## config.mk

```make
export PLATFORM = sky130hd
export DESIGN_NAME = swept_sphere_polyline_bounds
export DESIGN_NICKNAME = d
export VERILOG_FILES = /design/src/rtl/sspb_pkg.sv /design/src/rtl/sspb_lane.sv /design/src/rtl/sspb_merge.sv /design/src/rtl/swept_sphere_polyline_bounds.sv
export SDC_FILE = /design/constraint.sdc
export NUM_CORES = 2
export LEC_CHECK = 0
export BUFFER_PORTS_ARGS = -buffer_cell sky130_fd_sc_hd__buf_2
export CORE_UTILIZATION = 45
export DETAILED_ROUTE_END_ITERATION = 6
export SETUP_SLACK_MARGIN = 0.05
export SYNTH_ARGS = -nofsm -noshare
export SYNTH_HDL_FRONTEND = slang
export SYNTH_SLANG_ARGS = --single-unit
```

## constraint.sdc

```tcl
create_clock -name clock -period 18 [get_ports clock]
set_clock_uncertainty 0.15 [all_clocks]
set_input_delay 0 -clock clock [delete_from_list [all_inputs] [get_ports clock]]
set_output_delay 0 -clock clock [all_outputs]
set_load 0.02 [all_outputs]
```

## src/rtl/sspb_pkg.sv

```systemverilog
// shared types and constants for the swept-sphere polyline bounds block
// no dependencies; imported by the lane, merge and top level modules
package sspb_pkg;

   // fixed field widths of the point and box transfers
   localparam int IN_WIDTH            = 32;
   localparam int RADIUS_WIDTH        = 31;
   localparam int OUT_WIDTH           = 32;
   // width that holds point +/- radius without overflow
   localparam int SUM_WIDTH           = 34;
   localparam int COORD_WIDTH_DEFAULT = 32;
   localparam int AXES                = 3;

   // per-stage control that travels alongside the lane data
   typedef struct packed {
      logic valid;
      logic first;
      logic last;
   } sspb_ctl_type;

endpackage

```

## src/rtl/sspb_lane.sv

```systemverilog
// one coordinate axis: segment endpoint min/max, radius widening and clamp
// depends on sspb_pkg; two register stages, advanced by a shared enable
module sspb_lane #(
   parameter int COORD_WIDTH = sspb_pkg::COORD_WIDTH_DEFAULT
) (
   input  logic                                    clock,
   input  logic                                    advance,
   input  logic                                    accept,
   input  logic                                    first,
   input  logic signed [sspb_pkg::IN_WIDTH-1:0]    point,
   input  logic        [sspb_pkg::RADIUS_WIDTH-1:0] rad,
   output logic signed [COORD_WIDTH-1:0]           lower,
   output logic signed [COORD_WIDTH-1:0]           upper,
   output logic                                    clamped
);
   import sspb_pkg::*;

   localparam int EW = (COORD_WIDTH + 1 > SUM_WIDTH) ? COORD_WIDTH + 1 : SUM_WIDTH;
   localparam logic signed [EW-1:0] HI_LIM = EW'((64'sd1 <<< (COORD_WIDTH - 1)) - 64'sd1);
   localparam logic signed [EW-1:0] LO_LIM = -HI_LIM - EW'(1);

   logic signed [IN_WIDTH-1:0]     prev_ff;
   logic signed [IN_WIDTH-1:0]     lo_pt_in, lo_pt_ff, hi_pt_in, hi_pt_ff;
   logic        [RADIUS_WIDTH-1:0] rad_ff;
   logic signed [EW-1:0]           lo_sum, hi_sum;
   logic signed [EW-1:0]           lo_clip, hi_clip;
   logic                           lo_flag, hi_flag;
   logic signed [COORD_WIDTH-1:0]  lower_ff, upper_ff;
   logic                           clamped_ff;

   // previous point of the fiber
   always_ff @(posedge clock) begin
      if (accept) begin
         prev_ff <= point;
      end
   end

   // segment endpoints, or the point alone when it opens a fiber
   always_comb begin
      if (first) begin
         lo_pt_in = point;
         hi_pt_in = point;
      end else begin
         lo_pt_in = (point < prev_ff) ? point : prev_ff;
         hi_pt_in = (point > prev_ff) ? point : prev_ff;
      end
   end

   always_ff @(posedge clock) begin
      if (advance) begin
         lo_pt_ff <= lo_pt_in;
         hi_pt_ff <= hi_pt_in;
         rad_ff   <= rad;
      end
   end

   // exact widened bounds
   assign lo_sum = EW'(lo_pt_ff) - $signed(EW'(rad_ff));
   assign hi_sum = EW'(hi_pt_ff) + $signed(EW'(rad_ff));

   // clamp both bounds to the coordinate range on either side
   always_comb begin
      lo_flag = 1'b1;
      hi_flag = 1'b1;
      if (lo_sum > HI_LIM) begin
         lo_clip = HI_LIM;
      end else if (lo_sum < LO_LIM) begin
         lo_clip = LO_LIM;
      end else begin
         lo_clip = lo_sum;
         lo_flag = 1'b0;
      end
      if (hi_sum > HI_LIM) begin
         hi_clip = HI_LIM;
      end else if (hi_sum < LO_LIM) begin
         hi_clip = LO_LIM;
      end else begin
         hi_clip = hi_sum;
         hi_flag = 1'b0;
      end
   end

   always_ff @(posedge clock) begin
      if (advance) begin
         lower_ff   <= lo_clip[COORD_WIDTH-1:0];
         upper_ff   <= hi_clip[COORD_WIDTH-1:0];
         clamped_ff <= lo_flag | hi_flag;
      end
   end

   assign lower   = lower_ff;
   assign upper   = upper_ff;
   assign clamped = clamped_ff;

endmodule

```

## src/rtl/sspb_merge.sv

```systemverilog
// merges the three lane results into the running box and holds the result
// depends on sspb_pkg; owns the box, the clamp flag and the rsp register
module sspb_merge #(
   parameter int COORD_WIDTH = sspb_pkg::COORD_WIDTH_DEFAULT
) (
   input  logic                                   clock,
   input  logic                                   reset,
   input  logic                                   advance,
   input  sspb_pkg::sspb_ctl_type                 ctl,
   input  logic signed [COORD_WIDTH-1:0]          lower   [sspb_pkg::AXES],
   input  logic signed [COORD_WIDTH-1:0]          upper   [sspb_pkg::AXES],
   input  logic        [sspb_pkg::AXES-1:0]       clamped,
   output logic                                   rsp_valid,
   output logic signed [sspb_pkg::OUT_WIDTH-1:0]  rsp_min_x,
   output logic signed [sspb_pkg::OUT_WIDTH-1:0]  rsp_min_y,
   output logic signed [sspb_pkg::OUT_WIDTH-1:0]  rsp_min_z,
   output logic signed [sspb_pkg::OUT_WIDTH-1:0]  rsp_max_x,
   output logic signed [sspb_pkg::OUT_WIDTH-1:0]  rsp_max_y,
   output logic signed [sspb_pkg::OUT_WIDTH-1:0]  rsp_max_z,
   output logic                                   rsp_saturated
);
   import sspb_pkg::*;

   logic signed [COORD_WIDTH-1:0] box_lo_ff [AXES];
   logic signed [COORD_WIDTH-1:0] box_hi_ff [AXES];
   logic signed [COORD_WIDTH-1:0] box_lo_in [AXES];
   logic signed [COORD_WIDTH-1:0] box_hi_in [AXES];
   logic                          clamp_ff, clamp_in;
   logic signed [OUT_WIDTH-1:0]   out_lo_ff [AXES];
   logic signed [OUT_WIDTH-1:0]   out_hi_ff [AXES];
   logic                          sat_ff, valid_ff;
   logic                          take;

   assign take = advance & ctl.valid;

   // union of the segment box into the running box
   always_comb begin
      for (int i = 0; i < AXES; i++) begin
         if (ctl.first) begin
            box_lo_in[i] = lower[i];
            box_hi_in[i] = upper[i];
         end else begin
            box_lo_in[i] = (lower[i] < box_lo_ff[i]) ? lower[i] : box_lo_ff[i];
            box_hi_in[i] = (upper[i] > box_hi_ff[i]) ? upper[i] : box_hi_ff[i];
         end
      end
      clamp_in = clamp_ff | (|clamped);
   end

   // running box
   always_ff @(posedge clock) begin
      if (take) begin
         box_lo_ff <= box_lo_in;
         box_hi_ff <= box_hi_in;
      end
   end

   // sticky clamp flag, cleared once the fiber is sent
   always_ff @(posedge clock) begin
      if (reset) begin
         clamp_ff <= 1'b0;
      end else if (take) begin
         clamp_ff <= ctl.last ? 1'b0 : clamp_in;
      end
   end

   // output register, loaded on the last point of a fiber
   always_ff @(posedge clock) begin
      if (reset) begin
         valid_ff <= 1'b0;
      end else if (advance) begin
         valid_ff <= ctl.valid & ctl.last;
      end
   end

   always_ff @(posedge clock) begin
      if (take && ctl.last) begin
         for (int i = 0; i < AXES; i++) begin
            out_lo_ff[i] <= OUT_WIDTH'(box_lo_in[i]);
            out_hi_ff[i] <= OUT_WIDTH'(box_hi_in[i]);
         end
         sat_ff <= clamp_in;
      end
   end

   assign rsp_valid     = valid_ff;
   assign rsp_min_x     = out_lo_ff[0];
   assign rsp_min_y     = out_lo_ff[1];
   assign rsp_min_z     = out_lo_ff[2];
   assign rsp_max_x     = out_hi_ff[0];
   assign rsp_max_y     = out_hi_ff[1];
   assign rsp_max_z     = out_hi_ff[2];
   assign rsp_saturated = sat_ff;

endmodule

```

## src/rtl/swept_sphere_polyline_bounds.sv

```systemverilog
// top level of the swept-sphere polyline bounds block
// depends on sspb_pkg, sspb_lane and sspb_merge
//
//   channel | direction | handshake             | payload
//   req     | in        | req_valid / req_stall | x, y, z, radius, last
//   rsp     | out       | rsp_valid / rsp_stall | min/max x y z, saturated
//
// one point per cycle sustained while rsp is not stalled; the last point of a fiber passes the lane
// stage registers, then the merge output register, before its box is on rsp
// the running box compare in the merge stage is a feedback loop, a min and a max compare per axis
// reset is synchronous and clears control state; the first point after reset opens a fiber
// a stalled rsp holds the whole pipeline, so req_stall follows rsp_valid && rsp_stall
module swept_sphere_polyline_bounds #(
   parameter int COORD_WIDTH = sspb_pkg::COORD_WIDTH_DEFAULT
) (
   input  logic                                    clock,
   input  logic                                    reset,
   input  logic                                    req_valid,
   output logic                                    req_stall,
   input  logic signed [sspb_pkg::IN_WIDTH-1:0]    req_x,
   input  logic signed [sspb_pkg::IN_WIDTH-1:0]    req_y,
   input  logic signed [sspb_pkg::IN_WIDTH-1:0]    req_z,
   input  logic        [sspb_pkg::RADIUS_WIDTH-1:0] req_radius,
   input  logic                                    req_last,
   output logic                                    rsp_valid,
   input  logic                                    rsp_stall,
   output logic signed [sspb_pkg::OUT_WIDTH-1:0]   rsp_min_x,
   output logic signed [sspb_pkg::OUT_WIDTH-1:0]   rsp_min_y,
   output logic signed [sspb_pkg::OUT_WIDTH-1:0]   rsp_min_z,
   output logic signed [sspb_pkg::OUT_WIDTH-1:0]   rsp_max_x,
   output logic signed [sspb_pkg::OUT_WIDTH-1:0]   rsp_max_y,
   output logic signed [sspb_pkg::OUT_WIDTH-1:0]   rsp_max_z,
   output logic                                    rsp_saturated
);
   import sspb_pkg::*;

   logic                          advance, accept;
   logic                          first_ff;
   logic [RADIUS_WIDTH-1:0]       prev_rad_ff, rad_sel;
   sspb_ctl_type                  s1_ctl_ff, s2_ctl_ff;
   logic signed [IN_WIDTH-1:0]    point [AXES];
   logic signed [COORD_WIDTH-1:0] lane_lo [AXES];
   logic signed [COORD_WIDTH-1:0] lane_hi [AXES];
   logic [AXES-1:0]               lane_clamp;

   // pipeline moves unless the result register is full and stalled
   assign advance   = ~(rsp_valid & rsp_stall);
   assign req_stall = ~advance;
   assign accept    = req_valid & advance;

   // fiber start tracking and previous radius
   always_ff @(posedge clock) begin
      if (reset) begin
         first_ff <= 1'b1;
      end else if (accept) begin
         first_ff <= req_last;
      end
   end

   always_ff @(posedge clock) begin
      if (accept) begin
         prev_rad_ff <= req_radius;
      end
   end

   // widening radius: own radius on a first point, else the larger of the two
   assign rad_sel = (first_ff || req_radius > prev_rad_ff) ? req_radius : prev_rad_ff;

   // control that follows the lane stages
   always_ff @(posedge clock) begin
      if (reset) begin
         s1_ctl_ff <= '0;
         s2_ctl_ff <= '0;
      end else if (advance) begin
         s1_ctl_ff <= '{valid: accept, first: first_ff, last: req_last};
         s2_ctl_ff <= s1_ctl_ff;
      end
   end

   assign point[0] = req_x;
   assign point[1] = req_y;
   assign point[2] = req_z;

   // one lane per axis
   for (genvar g = 0; g < AXES; g++) begin : g_lane
      sspb_lane #(
         .COORD_WIDTH(COORD_WIDTH)
      ) u_lane (
         .clock   (clock),
         .advance (advance),
         .accept  (accept),
         .first   (first_ff),
         .point   (point[g]),
         .rad     (rad_sel),
         .lower   (lane_lo[g]),
         .upper   (lane_hi[g]),
         .clamped (lane_clamp[g])
      );
   end

   sspb_merge #(
      .COORD_WIDTH(COORD_WIDTH)
   ) u_merge (
      .clock         (clock),
      .reset         (reset),
      .advance       (advance),
      .ctl           (s2_ctl_ff),
      .lower         (lane_lo),
      .upper         (lane_hi),
      .clamped       (lane_clamp),
      .rsp_valid     (rsp_valid),
      .rsp_min_x     (rsp_min_x),
      .rsp_min_y     (rsp_min_y),
      .rsp_min_z     (rsp_min_z),
      .rsp_max_x     (rsp_max_x),
      .rsp_max_y     (rsp_max_y),
      .rsp_max_z     (rsp_max_z),
      .rsp_saturated (rsp_saturated)
   );

   // a result only follows the last point of a fiber in the merge stage
   a_rsp_from_last: assert property (@(posedge clock) disable iff (reset)
      $rose(rsp_valid) |-> $past(s2_ctl_ff.valid && s2_ctl_ff.last))
      else $error("result raised without a last point");

   // accepting a point that is not last closes the fiber opening
   a_first_clear: assert property (@(posedge clock) disable iff (reset)
      (req_valid && !req_stall && !req_last) |=> !first_ff)
      else $error("fiber start flag not cleared");

   // a point stage that is not first must not follow a last point
   a_first_after_last: assert property (@(posedge clock) disable iff (reset)
      (advance && s1_ctl_ff.valid && s1_ctl_ff.last) |=> (first_ff || s1_ctl_ff.first))
      else $error("fiber start lost after last point");

   // lower bound never exceeds upper bound while the range fits the output
   a_box_order: assert property (@(posedge clock) disable iff (reset)
      rsp_valid |-> (COORD_WIDTH > OUT_WIDTH ||
                     (rsp_min_x <= rsp_max_x && rsp_min_y <= rsp_max_y &&
                      rsp_min_z <= rsp_max_z)))
      else $error("box lower bound above upper bound");

endmodule
```

==> flow_summary.toml <==
[status]
outcome = "finished, final reports clean"

[sta]
period_needed_ps = 4820
fmax_ghz = 0.207
hold_violations = 0
final-setup-viol-count = 0
max_slew_margin = 0.203
tightest_slew_ps = 1190
finalCritPeriodShare = 0.268
rsz0062_at_grt = "no"
tns_ps = 0
drv_slew = 0

[finish]
syn2layout_area_growth_pct = 17.7
nets = 5775
drive_above_1_share = 0.166
fillCellCount = 10225
fin_cells = 6824

[global_route]
antenna_found_initial = 29
grt_pass1_vias = 37295
grt_pass1_wl_mm = 232
grtUsageTotal = 0.252
overflow = 0
grt_max_degree = 165

[worst_setup_path]
path_max_fanout = 16
setup.worst_path.start_class = "flip-flop"
crit_required_ps = 18250
critPathArrivalTime_ps = 5080
crit_type = "reg2reg"
critical_path.endpoint_type = "flip-flop"

[clock_network]
cts_max_level = 3
clk_pin_slew_worst_paths_ps = 60
cts_made_buffers = 103
ctsRootBufferMaster = "clkbuf_16"
cts_tree = "built"
cts_resized = 0
clkLatencyLatePin_ps = 710
cts_sinks = 939
cts_buffer_depth = 3

[logic_synthesis]
yosysWarnings = 0
ys_async_sr_fraction = 0
synthesis.nets = 5188
seq_area_frac_synth = 0.521
synth-edff-count = 930
synth.avg_cell_area_um2 = 11.9
syn_area_um2 = 53900
synthCells = 4548
synthFlopType = "edfxtp_1"
ys_ff_latch = 939
yosysUniqueCellTypes = 98

[routing]
drt-vias-per-instance = 5.65
first_pass_iters = 5
ant_nets = 0
vias = 38584
drc = 0
wl_per_cell_um = 22.7
dr.first_iter.drc_count = 3380
totalWireLength_mm = 155

[min_path]
hp-class = "in2reg"

[power_and_ir_drop]
power.switching_mw = 2.39
seqPwrFrac = 0.424
power.share.switching = 0.322
cellPowerDensity_nw_per_um2 = 117
p_leak_nw = 26.1
clkPwrFrac = 0.292
vdd_ir_drop_max_uv = 91.2
intPower_mw = 5.03
combPwrFrac = 0.284

[placed_design]
gp_congestion = 0.918
numPortBuffers = 326
dp_hpwl_mm = 113
dp.cells = 6371

[floorplan]
io_pins = 327
initial_core_util = 0.455
die_w_um = 348
rows = 126
die_y_um = 348
core_um2 = 118000
die_area_um2 = 121000

[run]
cap_violations = 0
==> sequential cells by signal, summed over array words and instances (netlist names), 3 cells and up <==
signal / count
u_merge.box_lo_ff: 96
g_lane.u_lane.upper: 96
g_lane.u_lane.lower: 96
g_lane.u_lane.rad_ff: 31
s2_ctl_ff: 3
u_merge.out_lo_ff: 96
g_lane.u_lane.lo_pt_ff: 96
g_lane.u_lane.hi_pt_ff: 96
prev_rad_ff: 31
s1_ctl_ff: 3
g_lane.u_lane.prev_ff: 96
g_lane.u_lane.clamped: 3
u_merge.box_hi_ff: 96
u_merge.out_hi_ff: 96
==> timing repair <==
| item | 4_1_cts | 5_1_grt |
|---|---|---|
| hold buffers | 259 | 0 |
| buffers inserted | 0 | 0 |
| hold endpoints to repair | 390 | 0 |
==> cells in the mapped netlist, types with 39 or more instances <==
| cell | number | area [µm²] |
|---|---|---|
| nor2_1 | 177 | 664 |
| nand2b_1 | 72 | 450 |
| a21oi_1 | 348 | 1740 |
| inv_1 | 422 | 1580 |
| nand3_1 | 78 | 390 |
| mux2_1 | 39 | 439 |
| nand2_1 | 229 | 860 |
| nand4_1 | 83 | 519 |
| mux2_2 | 280 | 3150 |
| ha_1 | 502 | 6280 |
| nor2b_1 | 45 | 282 |
| xor2_1 | 74 | 648 |
| o211ai_1 | 88 | 661 |
| edfxtp_1 | 930 | 27900 |
| o21ai_0 | 259 | 1300 |
| a21o_1 | 172 | 1290 |
| clkbuf_1 | 98 | 368 |
| xnor2_1 | 85 | 744 |
==> final cells by class <==
cell class,count,area (µm²),area share
Inverter,423,1600,0.0252
Timing Repair Buffer,625,4540,0.0715
Clock inverter,68,702,0.0111
Tap cell,1600,2000,0.0316
Multi-Input combinational cell,3043,23800,0.374
Sequential cell,939,28100,0.443
Antenna cell,8,20.0,0.000316
Clock buffer,118,2720,0.0429
==> power groups by stage <==
stage               registers, mW  clock network (mW)  logic [mW]
detailed placement           3.19                   0        2.03
global route                 3.18                2.29        2.34
global placement             3.19                   0        2.01
CTS                          3.15                2.21        2.10
floorplan                    3.05                   0        1.49
finish                       3.15                2.17        2.11
==> worst max-delay path, stage by stage, from the launching register on <==
cell	delay (ps)
edfxtp_1	660
inv_1	540
fa_1	330
nor2b_1	70
o31ai_1	470
a211oi_1	250
o211ai_1	370
and4b_1	350
o21ai_1	150
a221oi_1	300
and2_1	650
o21ai_0	230
==> routing by layer <==
layer,up-vias,GRT usage,wire length (µm)
li1,18354,-,-
met3,245,0.0401,9350
met2,1169,0.383,68000
met4,42,0.0834,4850
met5,-,0,267
met1,18774,0.365,72600
==> cell families after synthesis <==
family                   share of synthesized area
AO/OA/AOI/OAI                                0.143
flip-flops                                   0.521
AND/OR/NAND/NOR                             0.0813
buffers and inverters                       0.0408
adder cells (fa/ha/maj)                      0.119
multiplexers                                0.0676
XOR/XNOR                                    0.0258
==> placed cells by master (no fill, tap or decap), types with 107 or more instances in the layout <==
cell type,instances
inv_1,420
edfxtp_1,930
dlygate4sd3_1,259
mux2_2,280
nor2_1,177
a21o_1,172
buf_2,326
a21oi_1,343
clkbuf_16,107
ha_1,501
o21ai_0,259
nand2_1,228
==> path summary, 6_finish.rpt <==
check	depth (start not counted)	slack, ps	startpoint	endpoint
worst max-delay path	11	13180	g_lane[2].u_lane.rad_ff[1]	g_lane[2].u_lane.upper[12]
worst min-delay path	3	30	req_radius[13]	g_lane[2].u_lane.rad_ff[13]
worst max register to register	11	13180	g_lane[2].u_lane.rad_ff[1]	g_lane[2].u_lane.upper[12]
worst min register to register	2	300	s1_ctl_ff[0]	s1_ctl_ff[0]
==> per-stage QoR <==
stage	hold WS, ps	power (mW)	setup slack (ps)	util	cell area, µm²
global route	30.6	7.81	12940	0.536	63400
floorplan	-51.1	4.54	3350	-	53900
CTS	1.93	7.47	13240	0.536	63400
detailed placement	68.9	5.22	13260	0.485	57400
global placement	65.0	5.20	13360	0.485	57400
finish	34.6	7.43	13180	0.536	63400
Note: power is estimated with default switching activity, not from simulation.
